`src/hw/rtl/sc_pkg.sv`:
```
package sc_pkg;

  localparam int MAX_WIDTH  = 1024;
  localparam int MAX_RADIUS = 2;
  localparam int LINES      = 2 * MAX_RADIUS + 1;
  localparam int LINE_DEPTH = LINES * MAX_WIDTH;
  localparam int LINE_AW    = $clog2(LINE_DEPTH);

  localparam int PIX_W      = 8;
  localparam int COL_W      = 10;
  localparam int ROW_W      = 12;
  localparam int WIDTH_W    = 11;
  localparam int HEIGHT_W   = 13;
  localparam int RAD_W      = 2;
  localparam int COEF_W     = 16;
  localparam int HSUM_W     = 27;
  localparam int VPROD_W    = 43;
  localparam int VACC_W     = 46;
  localparam int FILT_W     = 20;
  localparam int CFG_IDX_W  = 4;
  localparam int CFG_DATA_W = 16;
  localparam int NTAPS      = 5;

  typedef enum logic [CFG_IDX_W-1:0] {
    REG_RADIUS = 4'd0,
    REG_WIDTH  = 4'd1,
    REG_HEIGHT = 4'd2,
    REG_COEF0  = 4'd3,
    REG_COEF1  = 4'd4,
    REG_COEF2  = 4'd5,
    REG_COEF3  = 4'd6,
    REG_COEF4  = 4'd7
  } cfg_reg_e;

  typedef enum logic {
    REQ_PIXEL = 1'b0,
    REQ_DRAIN = 1'b1
  } req_e;

  typedef enum logic [2:0] {
    S_IDLE,
    S_HSUM,
    S_CHECK,
    S_VRD,
    S_VACC,
    S_LAST,
    S_OUT
  } state_e;

  typedef struct packed {
    logic load;
    logic shift;
  } cell_ctrl_t;

  // row modulo line count via reciprocal multiply, exact for 12-bit rows
  function automatic logic [2:0] mod_lines(input logic [ROW_W-1:0] x);
    logic [23:0] p;
    logic [9:0]  q;
    logic [12:0] r;
    p = 24'(x) * 24'd3277;
    q = p[23:14];
    r = 13'(x) - 13'(q) * 13'd5;
    return r[2:0];
  endfunction

endpackage

```
`src/hw/rtl/sc_cell.sv`:
```
module sc_cell (
  input  logic                      clk_i,
  input  logic                      rst_ni,
  input  sc_pkg::cell_ctrl_t        ctrl_i,
  input  logic [sc_pkg::PIX_W-1:0]  px_i,
  input  logic [sc_pkg::PIX_W-1:0]  prev_i,
  output logic [sc_pkg::PIX_W-1:0]  pix_o
);
  import sc_pkg::*;

  logic [PIX_W-1:0] pix_q;

  // row start fills the whole window with the edge pixel
  always_ff @(posedge clk_i or negedge rst_ni) begin
    if (!rst_ni) begin
      pix_q <= '0;
    end else if (ctrl_i.load) begin
      pix_q <= px_i;
    end else if (ctrl_i.shift) begin
      pix_q <= prev_i;
    end
  end

  assign pix_o = pix_q;
endmodule

```
`config.mk`:
```
export PLATFORM = sky130hd
export DESIGN_NAME = sc_cell
export DESIGN_NICKNAME = d
export VERILOG_FILES = /design/src/hw/rtl/sc_pkg.sv /design/src/hw/rtl/sc_cell.sv
export SDC_FILE = /design/constraint.sdc
export NUM_CORES = 1
export LEC_CHECK = 0
export BUFFER_PORTS_ARGS = -buffer_cell sky130_fd_sc_hd__buf_2
export CAP_MARGIN = 20
export CORE_AREA = 2 2 39 41
export DETAILED_ROUTE_END_ITERATION = 7
export DIE_AREA = 0 0 41 43
export PLACE_DENSITY_LB_ADDON = 0.08
export SLEW_MARGIN = 20
export SYNTH_ARGS = -nofsm -noshare
export SYNTH_HDL_FRONTEND = slang
export SYNTH_SLANG_ARGS = --single-unit
```
`constraint.sdc`:
```
create_clock -name clk_i -period 1.13 [get_ports clk_i]
set_input_delay 0 -clock clk_i [delete_from_list [all_inputs] [get_ports clk_i]]
set_output_delay 0 -clock clk_i [all_outputs]
set_load 0.1 [all_outputs]
```
==> reports/metrics.cfg, run 1 <==
[sta]
min_period_ps = 1030
hold_violations = 0
slew_viol_final = 0
fin_worst_skew_ps = 0
fmax_mhz = 975
finalSetupTns_ps = 0
tightest_slew_ps = 491
fin_crit_sh = 0.908
setup_viol = 0
rsz0062_at_grt = no
max_slew_margin = 0.675

[clock_tree]
numCtsBuffers = 3
cts_tree = done
clk_pin_slew_ps = 60
cts_buffer_depth = 2
clk-insertion-delay-late_ps = 250
cts.sinks = 8
postCtsSetupBuffers = 0
htreeDepth = 1
cts_root_buf = clkbuf_4

[power_and_ir_drop]
power_uw = 891
power_frac_comb = 0.386
netSwitchingPower_uw = 366
ir_worst_vdd_mv = 0.520
p_clk_frac = 0.245
intPower_uw = 525
leakagePower_nw = 0.323
seqPwrFrac = 0.369
power_density_nw_per_um2 = 1420
swShare = 0.410

[synthesis]
yosysSeqAreaShare = 0.537
yosysTopAreaCell = dfrtp_1
synth_warnings = 0
yosysTopAreaCellShare = 0.537
yosys-top-cells-area = dfrtp_1, mux2i_1, o21ai_1
ys_seq_elements = 8
synthCells = 34
synth_cell_types = 5
syn_avg_cell_area_um2 = 11.0
synth_area_um2 = 373
syn_nets = 54

[placed_design]
port-buffer-count = 27
globalplace.congestion = 0.592
dp_hpwl_um = 648
dp_cells = 75
place_area_um2 = 515

[layout]
instances_no_fill = 87
seqCellArea_um2 = 210
antenna_cells = 0
multiInputGateArea_um2 = 150
layout-drive-gt1-share = 0.535
largest_register_ffs = 8
fill_cells = 148
final_common_cell = buf_2
syn_to_final_growth_pct = 68.5
fin_area_um2 = 628
nets = 93
post-route-util = 0.454
layout_common_cells = buf_2, dlygate4sd3_1

[global_routing]
grt_usage = 0.108
grt_max_degree = 17
grt_pass1_vias = 351
grt_pass1_wl_mm = 1.25
antenna_found_initial = 0
grt-ovfl-total = 0

[routing]
routed_via_density = 4.28
wl_met3_um = 69
drc = 0
topRoutingLayerUsed = met4
met2_length_um = 458
via_count = 372
wl_um = 898
routedWlPerCell_um = 10.3
ant_nets = 0
met1Wirelength_um = 366
first_iter_violations = 1
dr.pass1.iters = 3

[worst_setup_path]
critPathLaunchType = flip-flop
crit_chain = buf_2
required_ps = 1130
path_max_fanout = 2
cp.arrival_ps = 1030
critPathCaptureType = output port
crit_family = buffers and inverters
cpMaxStageDelayCell = buf_2
worstSetupPathType = reg2out
crit_buf_inv = 1
cpPeakStageDelay_ps = 420

[floorplanning]
io_pins = 28
die_w_um = 41
start_util = 0.269
num_rows = 14
die-area_um2 = 1760
core-area_um2 = 1380
die_h_um = 43

[status]
status = completed

[hold_path]
min_path_type = in2reg

[run]
cap_violations = 0

-- through the flow --
step	hold slack [ps]	setup slack [ps]
after floorplan	-296	148
after global placement	-145	377
after CTS	26.0	100
after global routing	28.9	80.6
after detailed placement	-151	375
final	22.8	104
-- path summary, 6_finish.rpt --
check | start | to | slack, ps | cells after the start
max | pix_o[2]$_DFFE_PN0P_ | pix_o[2] | 100 | 1
min | prev_i[2] | pix_o[2]$_DFFE_PN0P_ | 20 | 3
max reg2reg | pix_o[6]$_DFFE_PN0P_ | pix_o[6]$_DFFE_PN0P_ | 400 | 2
min reg2reg | pix_o[0]$_DFFE_PN0P_ | pix_o[0]$_DFFE_PN0P_ | 550 | 2
max in group asynchronous | rst_ni | pix_o[6]$_DFFE_PN0P_ | 840 | 2
min in group asynchronous | rst_ni | pix_o[4]$_DFFE_PN0P_ | 110 | 2
-- power groups by stage --
stage               Sequential, mW  Combinational, mW  Clock, mW
floorplan                    0.534             0.0539          0
global placement             0.333              0.322          0
detailed placement           0.334              0.324          0
CTS                          0.329              0.347      0.227
global route                 0.330              0.360      0.243
finish                       0.329              0.344      0.219
-- routing by layer --
layer,vias up,track usage
li1,190,-
met1,166,0.106
met2,14,0.178
met3,2,0.0314
met4,0,0.0800
met5,-,0
-- Yosys cell counts, drive strengths merged --
cell,count
dfrtp,8
mux2i,8
nand2,8
o21ai,8
buf,2
-- worst min-delay path: stages --
cell,delay [ps]
buf_2,70
mux2i_1,60
o21ai_1,110
-- cell type report --
type,count,area share
repair buffers,36,0.359
well taps,16,0.0319
multi-input cells,24,0.239
clock buffers,3,0.0359
flip-flops and latches,8,0.335
-- logic make-up (layout without fill, tap and decap cells) --
logic type / Yosys count / in the layout / share of synthesized area
muxes: 8 / 8 / 0.215
AOI/OAI and AO/OA: 8 / 8 / 0.107
buffers and inverters: 2 / 39 / 0.0604
and+or+nand+nor: 8 / 8 / 0.0805
DFF: 8 / 8 / 0.537
-- repair_timing --
item	CTS	global route
endpoints found under the hold margin	16	0
setup endpoints to repair	0	0
gates resized for setup	0	0
hold buffers	9	0
Power figures use the tool's default switching activity.
==> run 2: changes to the inputs <==
- CORE_AREA: 2 2 39 41 -> 5 5 42 44
- DIE_AREA: 0 0 41 43 -> 0 0 47 49
- SETUP_SLACK_MARGIN: unset -> 0.15
==> run 2 against run 1 <==
Effect of this change:
- register-to-register slack got worse by 90 ps
- wire length rose by 16%
- utilization rose by 6.8 points
- combinational power rose by 17%
- global-route usage fell by 0.89 points
- final area rose by 16%
- sequential share of layout area fell by 2.0 points
- die area rose by 31%
- sequential power rose by 7.6%
- non-clock buffer count did not move
- critical path depth did not move
- power rose by 9.0%
- largest cell class unchanged
==> reports/metrics.cfg, run 2 (synthesis gave the netlist of run 1 again) <==
[status]
status = completed

[clock_tree]
numCtsBuffers = 3
clk_pin_slew_ps = 60
cts_root_buf = clkbuf_4
clk-insertion-delay-late_ps = 240
cts_buffer_depth = 2
postCtsSetupBuffers = 0
htreeDepth = 1
cts_tree = done
cts.sinks = 8

[worst_setup_path]
cpPeakStageDelay_ps = 470
cp.arrival_ps = 950
cpMaxStageDelayCell = dfrtp_4
reg2reg_depth = 2
critPathLaunchType = flip-flop
crit_family = flip-flops
crit_buf_inv = 1
worstSetupPathType = reg2out
path_max_fanout = 2
reg2reg_from = pix_o[1]$_DFFE_PN0P_
timing.rr.end = pix_o[1]$_DFFE_PN0P_
crit_chain = buf_4
critPathCaptureType = output port
cp-startpoint = pix_o[0]$_DFFE_PN0P_
required_ps = 1130
worst-r2r-setup-slack_ps = 310

[sta]
min_period_ps = 949
slew_viol_final = 0
tightest_slew_ps = 278
fin_crit_sh = 0.840
hold_violations = 0
finalSetupTns_ps = 0
setup_viol = 0
fmax_mhz = 1050
fin_worst_skew_ps = 0
max_slew_margin = 0.816
rsz0062_at_grt = no

[layout]
largest_register_ffs = 8
multiInputGateArea_um2 = 150
syn_to_final_growth_pct = 96.0
final_common_cell = buf_2
fill_cells = 148
fin_area_um2 = 731
seqCellArea_um2 = 230
layout_common_cells = buf_2, dlygate4sd3_1
instances_no_fill = 87
antenna_cells = 0
nets = 93
layout-drive-gt1-share = 0.535
post-route-util = 0.521

[global_routing]
grt_max_degree = 17
grt_pass1_wl_mm = 1.70
grt-ovfl-total = 0
antenna_found_initial = 0
grt_usage = 0.0995
grt_pass1_vias = 394

[floorplanning]
die-area_um2 = 2300
die_w_um = 47
core-area_um2 = 1400
num_rows = 14
start_util = 0.266
die_h_um = 49
io_pins = 28

[run]
cap_violations = 0

[power_and_ir_drop]
ir_worst_vdd_mv = 0.778
leakagePower_nw = 0.350
power_uw = 971
power_density_nw_per_um2 = 1330

[placed_design]
dp_cells = 75
globalplace.congestion = 0.665
place_area_um2 = 611
dp_hpwl_um = 789
port-buffer-count = 27

[routing]
dr.pass1.iters = 2
routedWlPerCell_um = 11.9
routed_via_density = 4.32
wl_mm = 1.04
via_count = 376
ant_nets = 0
first_iter_violations = 1
drc = 0

[hold_path]
hold_depth = 3
min_path_type = in2reg
min_from = prev_i[2]
min_to = pix_o[2]$_DFFE_PN0P_

run 2: cell types whose count changed in the layout (fill, tap and decap cells not counted):
cell,delta
buf_4,+3
buf_12,+5
buf_2,-8
dfrtp_2,-8
dfrtp_4,+8
run 2: routing by layer:
metal / GRT usage / up-vias / wire, µm
li1: - / 190 / -
met1: 0.131 / 169 / 395
met2: 0.158 / 17 / 537
met3: 0.0332 / 0 / 105
met4: 0.0138 / 0 / 0
met5: 0 / - / 0
run 2: tightest hold or removal path, stage by stage:
cell and delay, ps:
buf_2 70, mux2i_1 60, o21ai_1 110
run 2: timing repair:
| item | 4_1_cts | 5_1_grt |
|---|---|---|
| endpoints found under the setup margin | 3 | 0 |
| hold buffers | 9 | 0 |
| hold endpoints to repair | 16 | 0 |
| gates resized for setup | 3 | 0 |
run 2: how the worst max path moves through the flow:
stage,end,slack (ps),cells after the start
floorplan,pix_o[3]$_DFFE_PN0P_,180,2
global placement,pix_o[5]$_DFFE_PN0P_,320,2
detailed placement,pix_o[1]$_DFFE_PN0P_,300,2
CTS,pix_o[0],170,1
global route,pix_o[0],150,1
finish,pix_o[0],180,1
run 2: layout make-up:
class,count,share of cell area
clock buffers,3,0.0308
multi-input cells,24,0.205
well taps,16,0.0274
flip-flops and latches,8,0.315
repair buffers,36,0.421
run 2: stage by stage:
stage               setup WS, ps  hold slack (ps)
floorplan                    184             -296
global placement             320             -144
detailed placement           298             -144
CTS                          169             35.8
global route                 154             44.4
finish                       181             33.1
run 2: report_power, final:
group / total (mW) / internal, mW / switching (mW) / leakage (nW)
clock network: 0.213 / 0.121 / 0.0915 / 0.0138
registers: 0.354 / 0.330 / 0.0233 / 0.0879
logic: 0.404 / 0.145 / 0.259 / 0.248
total: 0.971 / 0.597 / 0.374 / 0.350
==> run 3: changes to the inputs <==
- ABC_AREA: unset -> 1
- clock period: 1.13 -> 0.9 ns (I/O delays scaled with it)
==> run 3 against run 2 <==
Effect of this change:
- the run now ends with setup timing left
- utilization rose by 9.1 points
- setup slack got worse by 190 ps
- sequential share of layout area fell by 4.7 points
- register-to-register slack got worse by 240 ps
- hold slack got worse by 12 ps
- critical path depth did not move
- combinational power rose by 43%
- power rose by 34%
- final area rose by 17%
- synthesized cell count rose by 29%
- first-iteration DRC count rose by 100%
- sequential power rose by 27%
- critical path type unchanged
- largest cell class unchanged
- largest power group unchanged
==> reports/metrics.cfg, run 3 <==
[status]
status = complete, but fails checks
violations = setup timing

[worst_setup_path]
crit_buf_inv = 1
cpMaxStageDelayCell = dfrtp_4
worst-r2r-setup-slack_ps = 70
crit_family = flip-flops
critPathCaptureType = output port
critPathLaunchType = flip-flop
reg2reg_depth = 3
timing.rr.end = pix_o[0]$_DFFE_PN0P_
cpPeakStageDelay_ps = 490
crit_chain = buf_12
cp.arrival_ps = 910
required_ps = 900
path_max_fanout = 2
worstSetupPathType = reg2out
reg2reg_from = pix_o[0]$_DFFE_PN0P_

[routing]
wl_mm = 1.24
first_iter_violations = 2
dr.pass1.iters = 4
routed_via_density = 4.36
via_count = 458
routedWlPerCell_um = 11.8
drc = 0
ant_nets = 0

[power_and_ir_drop]
seqPwrFrac = 0.346
netSwitchingPower_uw = 500
intPower_uw = 804
swShare = 0.383
power_frac_comb = 0.444
leakagePower_nw = 0.401
power_density_nw_per_um2 = 1520
power_mw = 1.30
ir_worst_vdd_mv = 0.909
p_clk_frac = 0.210

[synthesis]
ys_seq_elements = 8
synth_edf_count = 0
synth_common_cells = nand2_1, nand3_1, dfrtp_1
synthCells = 44
synth_area_um2 = 374
yosysTopAreaCellShare = 0.535
yosys-top-cells-area = dfrtp_1, nand3_1, nand2_1
yosysTopAreaCell = dfrtp_1
synthArstFlopShare = 1.00
synth_warnings = 0
synth_ff_type = dfrtp_1
synth_cell_types = 7
yosysSeqAreaShare = 0.535
syn_nets = 64
syn_avg_cell_area_um2 = 8.50

[placed_design]
globalplace.congestion = 0.635
port-buffer-count = 27
place_area_um2 = 661

[global_routing]
grt_max_degree = 11
grt_pass1_wl_mm = 2.12
grt_usage = 0.129
grt-ovfl-total = 0
antenna_found_initial = 0
grt_pass1_vias = 505

[layout]
largest_register_ffs = 8
nets = 111
final_common_cell = buf_2
syn_to_final_growth_pct = 129
fin_area_um2 = 858
layout-drive-gt1-share = 0.483
fill_cells = 126
antenna_cells = 0
layout_common_cells = buf_2, dlygate4sd3_1, nand2_1, nand3_1

[floorplanning]
start_util = 0.267
die_h_um = 49
io_pins = 28
die_w_um = 47
die-area_um2 = 2300
num_rows = 14
core-area_um2 = 1400

[hold_path]
min_path_type = in2reg
min_from = prev_i[2]
hold_depth = 3
min_to = pix_o[2]$_DFFE_PN0P_

[sta]
rsz0062_at_grt = yes
tightest_slew_ps = 229
slew_viol_final = 0
min_period_ps = 912
fin_ws_ps = -11.6
fin_crit_sh = 1.01
hold_violations = 0
fin_worst_skew_ps = 0
max_slew_margin = 0.847
fmax_mhz = 1100
setup_viol = 8

[clock_tree]
cts_buffer_depth = 2
cts_tree = done
cts.sinks = 8
clk-insertion-delay-late_ps = 250
cts_root_buf = clkbuf_4
clk_pin_slew_ps = 50
numCtsBuffers = 3
htreeDepth = 1

[run]
cap_violations = 0

[run 3: how the worst max path moves through the flow]
stage	from	endpoint	slack (ps)	cells past startpoint
CTS	pix_o[1]$_DFFE_PN0P_	pix_o[1]	-30	1
floorplan	pix_o[0]$_DFFE_PN0P_	pix_o[0]$_DFFE_PN0P_	30	2
finish	pix_o[1]$_DFFE_PN0P_	pix_o[1]	-10	1
global route	pix_o[4]$_DFFE_PN0P_	pix_o[4]	-40	1
global placement	pix_o[5]$_DFFE_PN0P_	pix_o[5]$_DFFE_PN0P_	190	2
detailed placement	pix_o[1]$_DFFE_PN0P_	pix_o[1]$_DFFE_PN0P_	180	2
[run 3: cell families (layout without fill, tap and decap cells)]
kind of cell	after synthesis	in the layout	share of synthesized area
buf+inv	3	48	0.0602
flops	8	8	0.535
simple gates	33	33	0.405
[run 3: area by class of cell]
cell class / instances / area (µm²) / share of cell area
Multi-Input combinational cell: 33 / 159 / 0.185
Inverter: 1 / 3.75 / 0.00437
Sequential cell: 8 / 230 / 0.268
Clock buffer: 3 / 22.5 / 0.0262
Tap cell: 16 / 20.0 / 0.0233
Timing Repair Buffer: 44 / 423 / 0.493
[run 3: what timing repair did]
| item | in CTS | in global routing |
|---|---|---|
| hold endpoints to repair | 16 | 0 |
| resized for setup | 0 | 2 |
| hold buffers | 16 | 0 |
| endpoints found under the setup margin | 8 | 13 |
| buffers inserted | 0 | 1 |
[run 3: metrics by stage]
stage | hold slack [ps] | instances | utilization | worst slack, ps | TNS, ps
after floorplan | -296 | 44 | - | 27.2 | 0
after global placement | -144 | 85 | 0.471 | 187 | 0
after detailed placement | -142 | 85 | 0.471 | 176 | 0
after CTS | 21.6 | 104 | 0.602 | -29.7 | -179
after global routing | 40.0 | 105 | 0.613 | -38.8 | -277
final | 20.6 | 105 | 0.613 | -11.6 | -58.9
[run 3: routing by layer]
layer | part of all wire | routed length [µm] | track usage | vias to the layer above
met4 | 0.0065 | 8 | 0.0691 | 0
li1 | - | - | - | 238
met5 | 0 | 0 | 0 | -
met1 | 0.40 | 493 | 0.167 | 203
met3 | 0.062 | 77 | 0.0221 | 2
met2 | 0.53 | 662 | 0.197 | 15
[run 3: power by group through the flow]
stage                     clock network [mW]  registers (mW)  logic (mW)
after floorplan                            0           0.696      0.0645
after global placement                     0           0.458       0.515
after detailed placement                   0           0.460       0.520
after CTS                              0.292           0.452       0.573
after global routing                   0.310           0.455       0.607
final                                  0.274           0.451       0.579
[run 3: worst reg2reg max path: stages, from the launching register on]
cell and delay [ps]:
dfrtp_4 480, buf_4 140, nand2_2 40, nand3_1 60
